[src/rtl/rsamx_pkg.sv]
// ----------------------------------------------------------------------------
// rsamx_pkg
// Shared widths, register indexes and types for the block modular
// exponentiation core.
// ----------------------------------------------------------------------------
package rsamx_pkg;

  localparam int MODULUS_BITS = 27;
  localparam int CHAR_W       = 7;
  localparam int NUM_CHARS    = 3;
  localparam int PACK_W       = NUM_CHARS * CHAR_W;
  localparam int CNT_W        = $clog2(MODULUS_BITS);
  localparam int CFG_IDX_W    = 2;

  localparam logic [CFG_IDX_W-1:0] CFG_EXPONENT    = 2'd0;
  localparam logic [CFG_IDX_W-1:0] CFG_MODULUS     = 2'd1;
  localparam logic [CFG_IDX_W-1:0] CFG_BLOCK_BYTES = 2'd2;
  localparam logic [CFG_IDX_W-1:0] CFG_DECRYPT     = 2'd3;

  typedef logic [MODULUS_BITS-1:0] word_t;
  typedef logic [CHAR_W-1:0]       char_t;

  typedef struct packed {
    logic busy;
    logic done;
  } mm_stat_t;

endpackage

[src/rtl/rsamx_modmul.sv]
// ----------------------------------------------------------------------------
// rsamx_modmul
// Bit-serial interleaved modular multiplier. The first operand is shifted
// out one bit per cycle, most significant bit first, and the partial result
// is doubled, added and reduced each cycle, so the result is (a * b) mod m.
// The second operand must be below the modulus; the first may be any value.
// ----------------------------------------------------------------------------
module rsamx_modmul (
  input  logic                clk,
  input  logic                rst_n,
  input  logic                start,
  input  rsamx_pkg::word_t    op_a,
  input  rsamx_pkg::word_t    op_b,
  input  rsamx_pkg::word_t    op_m,
  output rsamx_pkg::word_t    result,
  output rsamx_pkg::mm_stat_t stat
);
  import rsamx_pkg::*;

  localparam int T_W = MODULUS_BITS + 2;

  word_t            a_r;
  word_t            b_r;
  word_t            m_r;
  word_t            acc_r;
  word_t            acc_nxt;
  logic [CNT_W-1:0] cnt_r;
  logic             busy_r;
  logic             done_r;

  logic [T_W-1:0] sum;
  logic [T_W-1:0] m1;
  logic [T_W-1:0] m2;

  always_comb begin
    m1  = T_W'(m_r);
    m2  = {1'b0, m_r, 1'b0};
    sum = {1'b0, acc_r, 1'b0} + (a_r[MODULUS_BITS-1] ? T_W'(b_r) : '0);
    if (sum >= m2) begin
      acc_nxt = MODULUS_BITS'(sum - m2);
    end else if (sum >= m1) begin
      acc_nxt = MODULUS_BITS'(sum - m1);
    end else begin
      acc_nxt = MODULUS_BITS'(sum);
    end
  end

  always_ff @(posedge clk) begin
    if (!rst_n) begin
      busy_r <= 1'b0;
      done_r <= 1'b0;
      cnt_r  <= '0;
    end else begin
      done_r <= 1'b0;
      if (start) begin
        busy_r <= 1'b1;
        cnt_r  <= '0;
        a_r    <= op_a;
        b_r    <= op_b;
        m_r    <= op_m;
        acc_r  <= '0;
      end else if (busy_r) begin
        acc_r <= acc_nxt;
        a_r   <= {a_r[MODULUS_BITS-2:0], 1'b0};
        cnt_r <= cnt_r + 1'b1;
        if (cnt_r == CNT_W'(MODULUS_BITS - 1)) begin
          busy_r <= 1'b0;
          done_r <= 1'b1;
        end
      end
    end
  end

  assign result    = acc_r;
  assign stat.busy = busy_r;
  assign stat.done = done_r;

endmodule

[src/rtl/rsa_block_modexp_core.sv]
// ----------------------------------------------------------------------------
// rsa_block_modexp_core
// Textbook RSA on one block per beat with right-to-left square-and-multiply.
// ----------------------------------------------------------------------------
// Each input beat gives one output beat. All modular products run on one
// bit-serial multiplier. A block takes one product to reduce the base, one
// squaring per exponent bit and one extra multiply per set exponent bit. Each
// exponent bit also passes through an issue state, and the result is handed
// off in the done state before the next beat is taken. A modulus below 2
// skips the multiplier and gives a result of 0. One block is processed at a
// time; a new block is taken while the previous result still waits in the
// output register.
// ----------------------------------------------------------------------------
module rsa_block_modexp_core (
  input  logic                               clk,
  input  logic                               rst_n,
  // cfg port
  input  logic                               cfg_we,
  input  logic [rsamx_pkg::CFG_IDX_W-1:0]    cfg_idx,
  input  rsamx_pkg::word_t                   cfg_wdata,
  // input stream
  input  logic                               in_tvalid,
  output logic                               in_tready,
  // Fields from bit 0: text_char0, text_char1, text_char2, cipher_in.
  input  logic [47:0]                        in_tdata,
  input  logic                               in_tlast,
  // output stream
  output logic                               out_tvalid,
  input  logic                               out_tready,
  // Fields from bit 0: cipher_out, text_out0, text_out1, text_out2.
  output logic [47:0]                        out_tdata,
  output logic                               out_tlast
);
  import rsamx_pkg::*;

  typedef enum logic [2:0] {
    ST_IDLE,
    ST_REDUCE,
    ST_BIT,
    ST_MULT,
    ST_SQR,
    ST_DONE
  } state_t;

  state_t           state_r;
  word_t            exponent_r;
  word_t            modulus_r;
  logic [1:0]       block_bytes_r;
  logic             decrypt_r;

  word_t            exp_sh_r;
  word_t            base_r;
  word_t            acc_r;
  logic [1:0]       nb_r;
  logic             mode_r;
  logic             last_r;
  logic [CNT_W-1:0] bit_cnt_r;

  logic             mm_start_r;
  word_t            mm_a_r;
  word_t            mm_b_r;
  word_t            mm_res;
  mm_stat_t         mm_stat;

  logic             out_tvalid_r;
  logic [47:0]      out_tdata_r;
  logic             out_tlast_r;

  char_t            c0;
  char_t            c1;
  char_t            c2;
  logic [1:0]       nb_in;
  word_t            packed_in;
  word_t            base_in;
  logic [47:0]      out_data;

  rsamx_modmul u_modmul (
    .clk    (clk),
    .rst_n  (rst_n),
    .start  (mm_start_r),
    .op_a   (mm_a_r),
    .op_b   (mm_b_r),
    .op_m   (modulus_r),
    .result (mm_res),
    .stat   (mm_stat)
  );

  always_comb begin
    c0    = in_tdata[6:0];
    c1    = in_tdata[13:7];
    c2    = in_tdata[20:14];
    nb_in = (block_bytes_r == 2'd0) ? 2'd1 : block_bytes_r;
    case (nb_in)
      2'd3:    packed_in = MODULUS_BITS'({c2, c1, c0});
      2'd2:    packed_in = MODULUS_BITS'({c1, c0});
      default: packed_in = MODULUS_BITS'(c0);
    endcase
    base_in = decrypt_r ? in_tdata[47:21] : packed_in;
  end

  always_comb begin
    out_data = '0;
    if (!mode_r) begin
      out_data[26:0] = acc_r;
    end else begin
      out_data[33:27] = acc_r[6:0];
      if (nb_r >= 2'd2) begin
        out_data[40:34] = acc_r[13:7];
      end
      if (nb_r == 2'd3) begin
        out_data[47:41] = acc_r[20:14];
      end
    end
  end

  always_ff @(posedge clk) begin
    if (!rst_n) begin
      state_r       <= ST_IDLE;
      exponent_r    <= MODULUS_BITS'(1);
      modulus_r     <= MODULUS_BITS'(2);
      block_bytes_r <= 2'd1;
      decrypt_r     <= 1'b0;
      mm_start_r    <= 1'b0;
      out_tvalid_r  <= 1'b0;
    end else begin
      mm_start_r <= 1'b0;
      if (out_tready) begin
        out_tvalid_r <= 1'b0;
      end
      if (cfg_we) begin
        case (cfg_idx)
          CFG_EXPONENT:    exponent_r    <= cfg_wdata;
          CFG_MODULUS:     modulus_r     <= cfg_wdata;
          CFG_BLOCK_BYTES: block_bytes_r <= cfg_wdata[1:0];
          CFG_DECRYPT:     decrypt_r     <= cfg_wdata[0];
          default:         ;
        endcase
      end
      case (state_r)
        ST_IDLE: begin
          if (in_tvalid) begin
            exp_sh_r  <= exponent_r;
            nb_r      <= nb_in;
            mode_r    <= decrypt_r;
            last_r    <= in_tlast;
            bit_cnt_r <= '0;
            if (modulus_r < MODULUS_BITS'(2)) begin
              acc_r   <= '0;
              state_r <= ST_DONE;
            end else begin
              mm_a_r     <= base_in;
              mm_b_r     <= MODULUS_BITS'(1);
              mm_start_r <= 1'b1;
              state_r    <= ST_REDUCE;
            end
          end
        end
        ST_REDUCE: begin
          if (mm_stat.done) begin
            base_r  <= mm_res;
            acc_r   <= MODULUS_BITS'(1);
            state_r <= ST_BIT;
          end
        end
        ST_BIT: begin
          mm_start_r <= 1'b1;
          if (exp_sh_r[0]) begin
            mm_a_r  <= acc_r;
            mm_b_r  <= base_r;
            state_r <= ST_MULT;
          end else begin
            mm_a_r  <= base_r;
            mm_b_r  <= base_r;
            state_r <= ST_SQR;
          end
        end
        ST_MULT: begin
          if (mm_stat.done) begin
            acc_r      <= mm_res;
            mm_a_r     <= base_r;
            mm_b_r     <= base_r;
            mm_start_r <= 1'b1;
            state_r    <= ST_SQR;
          end
        end
        ST_SQR: begin
          if (mm_stat.done) begin
            base_r    <= mm_res;
            exp_sh_r  <= {1'b0, exp_sh_r[MODULUS_BITS-1:1]};
            bit_cnt_r <= bit_cnt_r + 1'b1;
            if (bit_cnt_r == CNT_W'(MODULUS_BITS - 1)) begin
              state_r <= ST_DONE;
            end else begin
              state_r <= ST_BIT;
            end
          end
        end
        ST_DONE: begin
          if (!out_tvalid_r || out_tready) begin
            out_tvalid_r <= 1'b1;
            out_tdata_r  <= out_data;
            out_tlast_r  <= last_r;
            state_r      <= ST_IDLE;
          end
        end
        default: state_r <= ST_IDLE;
      endcase
    end
  end

  assign in_tready  = (state_r == ST_IDLE);
  assign out_tvalid = out_tvalid_r;
  assign out_tdata  = out_tdata_r;
  assign out_tlast  = out_tlast_r;

`ifndef SYNTH
  a_idle_mul_quiet : assert property (@(posedge clk) disable iff (!rst_n)
    in_tready |-> !mm_stat.busy)
    else $error("multiplier busy while the core is idle");

  a_product_reduced : assert property (@(posedge clk) disable iff (!rst_n)
    ((state_r == ST_SQR || state_r == ST_MULT || state_r == ST_REDUCE) && mm_stat.done)
      |-> mm_res < modulus_r)
    else $error("modular product not below the modulus");

  a_out_from_done : assert property (@(posedge clk) disable iff (!rst_n)
    $rose(out_tvalid) |-> $past(state_r == ST_DONE))
    else $error("output beat raised outside the done state");
`endif

endmodule
[config.mk]
export PLATFORM = sky130hd
export DESIGN_NAME = rsa_block_modexp_core
export DESIGN_NICKNAME = d
export VERILOG_FILES = /design/src/rtl/rsamx_pkg.sv /design/src/rtl/rsamx_modmul.sv /design/src/rtl/rsa_block_modexp_core.sv
export SDC_FILE = /design/constraint.sdc
export NUM_CORES = 1
export LEC_CHECK = 0
export BUFFER_PORTS_ARGS = -buffer_cell sky130_fd_sc_hd__buf_2
export CAP_MARGIN = 20
export CORE_ASPECT_RATIO = 0.6
export CORE_UTILIZATION = 60
export CTS_CLUSTER_DIAMETER = 50
export DETAILED_ROUTE_END_ITERATION = 12
export PLACE_DENSITY = 0.77
export SLEW_MARGIN = 10
export SYNTH_ARGS = -nofsm -noshare
export SYNTH_HDL_FRONTEND = slang
export SYNTH_SLANG_ARGS = --single-unit
[constraint.sdc]
create_clock -name clk -period 8.1 [get_ports clk]
set_input_delay 1.215 -clock clk [delete_from_list [all_inputs] [get_ports clk]]
set_output_delay 1.215 -clock clk [all_outputs]
set_load 0.02 [all_outputs]
==> run_summary.xml <==
<?xml version="1.0" encoding="UTF-8"?>
<metrics>
  <group name="sta">
    <metric name="max_clock_freq" unit="MHz">152.9</metric>
    <metric name="rsz_0062_raised_after_global_routing" unit="">false</metric>
    <metric name="final.min_clock_period" unit="ps">6538</metric>
    <metric name="fin_skew" unit="ps">19.45</metric>
    <metric name="worst_pin_slew" unit="ps">1124</metric>
    <metric name="fin_tns_setup" unit="ps">0</metric>
    <metric name="timing.final.hold_violations" unit="">0</metric>
    <metric name="final_min_period_over_clock_period" unit="%">80.72</metric>
    <metric name="report.final.setup_viol" unit="">0</metric>
    <metric name="timing_max_transition_violations_final" unit="">0</metric>
    <metric name="relSlewSlack" unit="%">24.76</metric>
  </group>
  <group name="drt">
    <metric name="finalWirelength" unit="mm">45.07</metric>
    <metric name="number_of_nets_still_failing_antenna_checks_after_routing" unit="">0</metric>
    <metric name="drtIter0Drc" unit="">1462</metric>
    <metric name="route.detailed.drc" unit="">0</metric>
    <metric name="viasPerCell" unit="">6.100</metric>
    <metric name="wire_per_inst" unit="um">20.07</metric>
    <metric name="drt_first_pass_iters" unit="">5</metric>
    <metric name="via_count" unit="">13695</metric>
  </group>
  <group name="logic_synthesis">
    <metric name="synth_seq_cells" unit="">370</metric>
    <metric name="netlist_instances" unit="">1688</metric>
    <metric name="yosysSeqAreaShare" unit="%">55.31</metric>
    <metric name="synth_top_area_share" unit="%">47.98</metric>
    <metric name="synth.net_count" unit="">1858</metric>
    <metric name="synth.lib_cells_used.distinct" unit="">71</metric>
    <metric name="synth_flop_cell" unit="">edfxtp_1</metric>
    <metric name="synth_area_per_inst" unit="sq um">11.16</metric>
    <metric name="ys_top_cells_by_area" unit="">edfxtp_1 48%, dfxtp_1 7.3%, ha_1 5.6%</metric>
    <metric name="ys.warnings.count" unit="">0</metric>
    <metric name="netlist_area" unit="sq um">18840</metric>
    <metric name="synth_top_cell_by_area" unit="">edfxtp_1</metric>
    <metric name="synth-edff-count" unit="">301</metric>
    <metric name="synthArstFlopShare" unit="%">0</metric>
  </group>
  <group name="clock_tree">
    <metric name="clk_pin_slew_worst_setup_hold_paths" unit="ps">70</metric>
    <metric name="cts_htree_levels" unit="">2</metric>
    <metric name="clock_tree_from_tritoncts" unit="">yes</metric>
    <metric name="clock_sinks" unit="">370</metric>
    <metric name="cts_setup_buffers" unit="">0</metric>
    <metric name="cts_max_path_buffers" unit="">3</metric>
    <metric name="cts_resized" unit="">0</metric>
    <metric name="worst_skew_pair.late_latency" unit="ps">540</metric>
    <metric name="total_clock_buffers_created_by_cts" unit="">36</metric>
    <metric name="ctsHoldBuffers" unit="">0</metric>
    <metric name="root_buffer" unit="">clkbuf_16</metric>
  </group>
  <group name="pwr">
    <metric name="power_density" unit="nW/um^2">304.2</metric>
    <metric name="ir_drop" unit="uV">248.0</metric>
    <metric name="static_leak" unit="nW">8.405</metric>
    <metric name="total_power" unit="W">0.006431</metric>
  </group>
  <group name="setup_path">
    <metric name="cp_data_arrival_time" unit="ps">6920</metric>
    <metric name="cp_slowest_cell" unit="">edfxtp_1</metric>
    <metric name="crit_path_frequent_cell" unit="">a21oi_1</metric>
    <metric name="critical_path.cell_chain" unit="">and2_1, ha_1, inv_1, fa_1, nand2b_1, a21oi_1, o2111a_1, or2_2, nor2b_1, a31oi_1, xnor2_1, ha_1, a21oi_1, nand4b_1, o22ai_1, a21oi_1, a211oi_4, buf_4, inv_2, or3_1, a21oi_1</metric>
    <metric name="worst-setup-path-type" unit="">register to register</metric>
    <metric name="worstSetupStartpointType" unit="">register</metric>
    <metric name="worst_setup_path_end_kind" unit="">register</metric>
    <metric name="cp_slowest_stage_delay" unit="ps">820</metric>
    <metric name="reg2reg_setup_slack" unit="ps">1560</metric>
    <metric name="critical_path_peak_fanout" unit="">27</metric>
    <metric name="worst-endpoint-required" unit="ps">8480</metric>
  </group>
  <group name="floorplan">
    <metric name="num_io_pins" unit="">134</metric>
    <metric name="starting_density_of_the_core" unit="%">61.95</metric>
    <metric name="die_w" unit="um">230.8</metric>
    <metric name="die-height" unit="um">139.3</metric>
    <metric name="core.rowCount" unit="">49</metric>
    <metric name="die_area" unit="sq um">32130</metric>
    <metric name="core-area" unit="sq um">30410</metric>
  </group>
  <group name="cells_and_area">
    <metric name="layout.cells.most_common_list" unit="">301 x edfxtp_1, 270 x nand2_1, 133 x buf_2</metric>
    <metric name="layoutNonFillerInstCount" unit="">2245</metric>
    <metric name="drive_above_1_share" unit="%">15.08</metric>
    <metric name="num_antenna_cells" unit="">0</metric>
    <metric name="final_common_cell" unit="">edfxtp_1</metric>
    <metric name="largest_register_ff_count" unit="">48</metric>
    <metric name="num-nets-final" unit="">1980</metric>
    <metric name="syn2layout_area_growth" unit="%">12.22</metric>
    <metric name="num-fill-cells" unit="">2234</metric>
  </group>
  <group name="grt">
    <metric name="grt.overflow.total" unit="">0</metric>
    <metric name="grt_pass1_vias" unit="">12978</metric>
    <metric name="grt_start_max_net_pins" unit="">71</metric>
    <metric name="grt_pass1_wl" unit="mm">71.42</metric>
    <metric name="track_usage" unit="%">28.37</metric>
    <metric name="antenna_found_initial" unit="">2</metric>
  </group>
  <group name="placement">
    <metric name="io_buffer_count" unit="">133</metric>
    <metric name="routabilityCongestion" unit="">1.015</metric>
    <metric name="dpl.cell_count" unit="">2179</metric>
    <metric name="dp.final_hpwl" unit="mm">32.72</metric>
  </group>
  <group name="hold_path">
    <metric name="hold_class" unit="">register to register</metric>
  </group>
  <group name="run">
    <metric name="max_cap_viol_count" unit="">0</metric>
  </group>
  <group name="outcome">
    <metric name="outcome" unit="">finished clean</metric>
  </group>
</metrics>
==> stage by stage <==
step	setup WS [ps]	hold WS, ps	utilization, %	area (sq um)
after floorplan	2227	400.3	-	18840
final	1562	417.7	69.52	21140
after global placement	2055	401.4	65.52	19930
after detailed placement	1780	405.2	65.52	19930
after CTS	1678	416.4	69.47	21130
after global routing	1142	425.3	69.52	21140
==> cell type report <==
type	instances	area [sq um]	share of cell area (%)
inverters	60	225.2	1.065
well taps	408	510.5	2.415
flip-flops and latches	370	10420	49.30
clock buffers	44	940.9	4.451
repair buffers	155	838.3	3.965
multi-input cells	1187	7945	37.58
clock inverters	21	259.0	1.225
==> critical path: cells and delay by family, from the launching register on <==
| kind | cells | cell delay, ps |
|---|---|---|
| DFF | 1 | 820 |
| adders and majority gates | 3 | 960 |
| AOI/OAI and AO/OA | 8 | 2330 |
| and+or+nand+nor | 6 | 1300 |
| xor gates and xnor gates | 1 | 330 |
| buffers and inverters | 3 | 630 |
==> metal layers <==
metal | track usage (%) | vias to the layer above | wire [um]
met5 | 0 | - | 10
met1 | 43.93 | 6685 | 21130
li1 | - | 6430 | -
met2 | 40.55 | 513 | 19280
met3 | 6.414 | 65 | 3872
met4 | 6.274 | 2 | 771
==> worst paths after layout <==
path | cells past startpoint | endpoint | start
max | 21 | u_modmul.result[0] | u_modmul.a_r[26]
min | 0 | u_modmul.b_r[19] | mm_b_r[19]
max reg2reg | 21 | u_modmul.result[0] | u_modmul.a_r[26]
min reg2reg | 0 | u_modmul.b_r[19] | mm_b_r[19]
==> power breakdown <==
group          switching (W)  total, W  internal [W]
Combinational        0.00140   0.00236      0.000960
Clock               0.000736   0.00173      0.000999
Sequential         0.0000819   0.00233       0.00225
==> Yosys cell counts, types with 5 or more instances <==
| cell type | n |
|---|---|
| or3_1 | 8 |
| a211oi_2 | 19 |
| edfxtp_1 | 301 |
| nor2_1 | 75 |
| o21ai_1 | 7 |
| a21oi_1 | 71 |
| inv_1 | 58 |
| nor2b_1 | 47 |
| nor3_1 | 21 |
| a221oi_1 | 7 |
| a211oi_1 | 16 |
| xnor2_1 | 48 |
| nor3b_1 | 5 |
| and3_1 | 69 |
| a222oi_1 | 13 |
| nand2_1 | 270 |
| mux2i_1 | 31 |
| nand2b_1 | 14 |
| nand4_1 | 10 |
| dfxtp_1 | 69 |
| a21boi_0 | 57 |
| a31oi_1 | 23 |
| and2_1 | 40 |
| nor4_1 | 10 |
| o21a_1 | 16 |
| mux2_2 | 26 |
| a21o_1 | 35 |
| ha_1 | 84 |
| o31ai_1 | 8 |
| o211ai_1 | 7 |
| o21ai_0 | 34 |
| xor2_1 | 30 |
| nand3_1 | 23 |
| clkbuf_1 | 64 |
==> cell families after synthesis <==
kind of cell	count (synthesis)	share of synthesized area (%)
buffers and inverters	131	2.750
flip-flops	370	55.31
multiplexers	57	3.201
XOR/XNOR	78	3.626
adder cells (fa/ha/maj)	87	5.898
AND/OR/NAND/NOR	612	15.68
AO/OA/AOI/OAI	353	13.53
(Power assumes the default switching activity.)
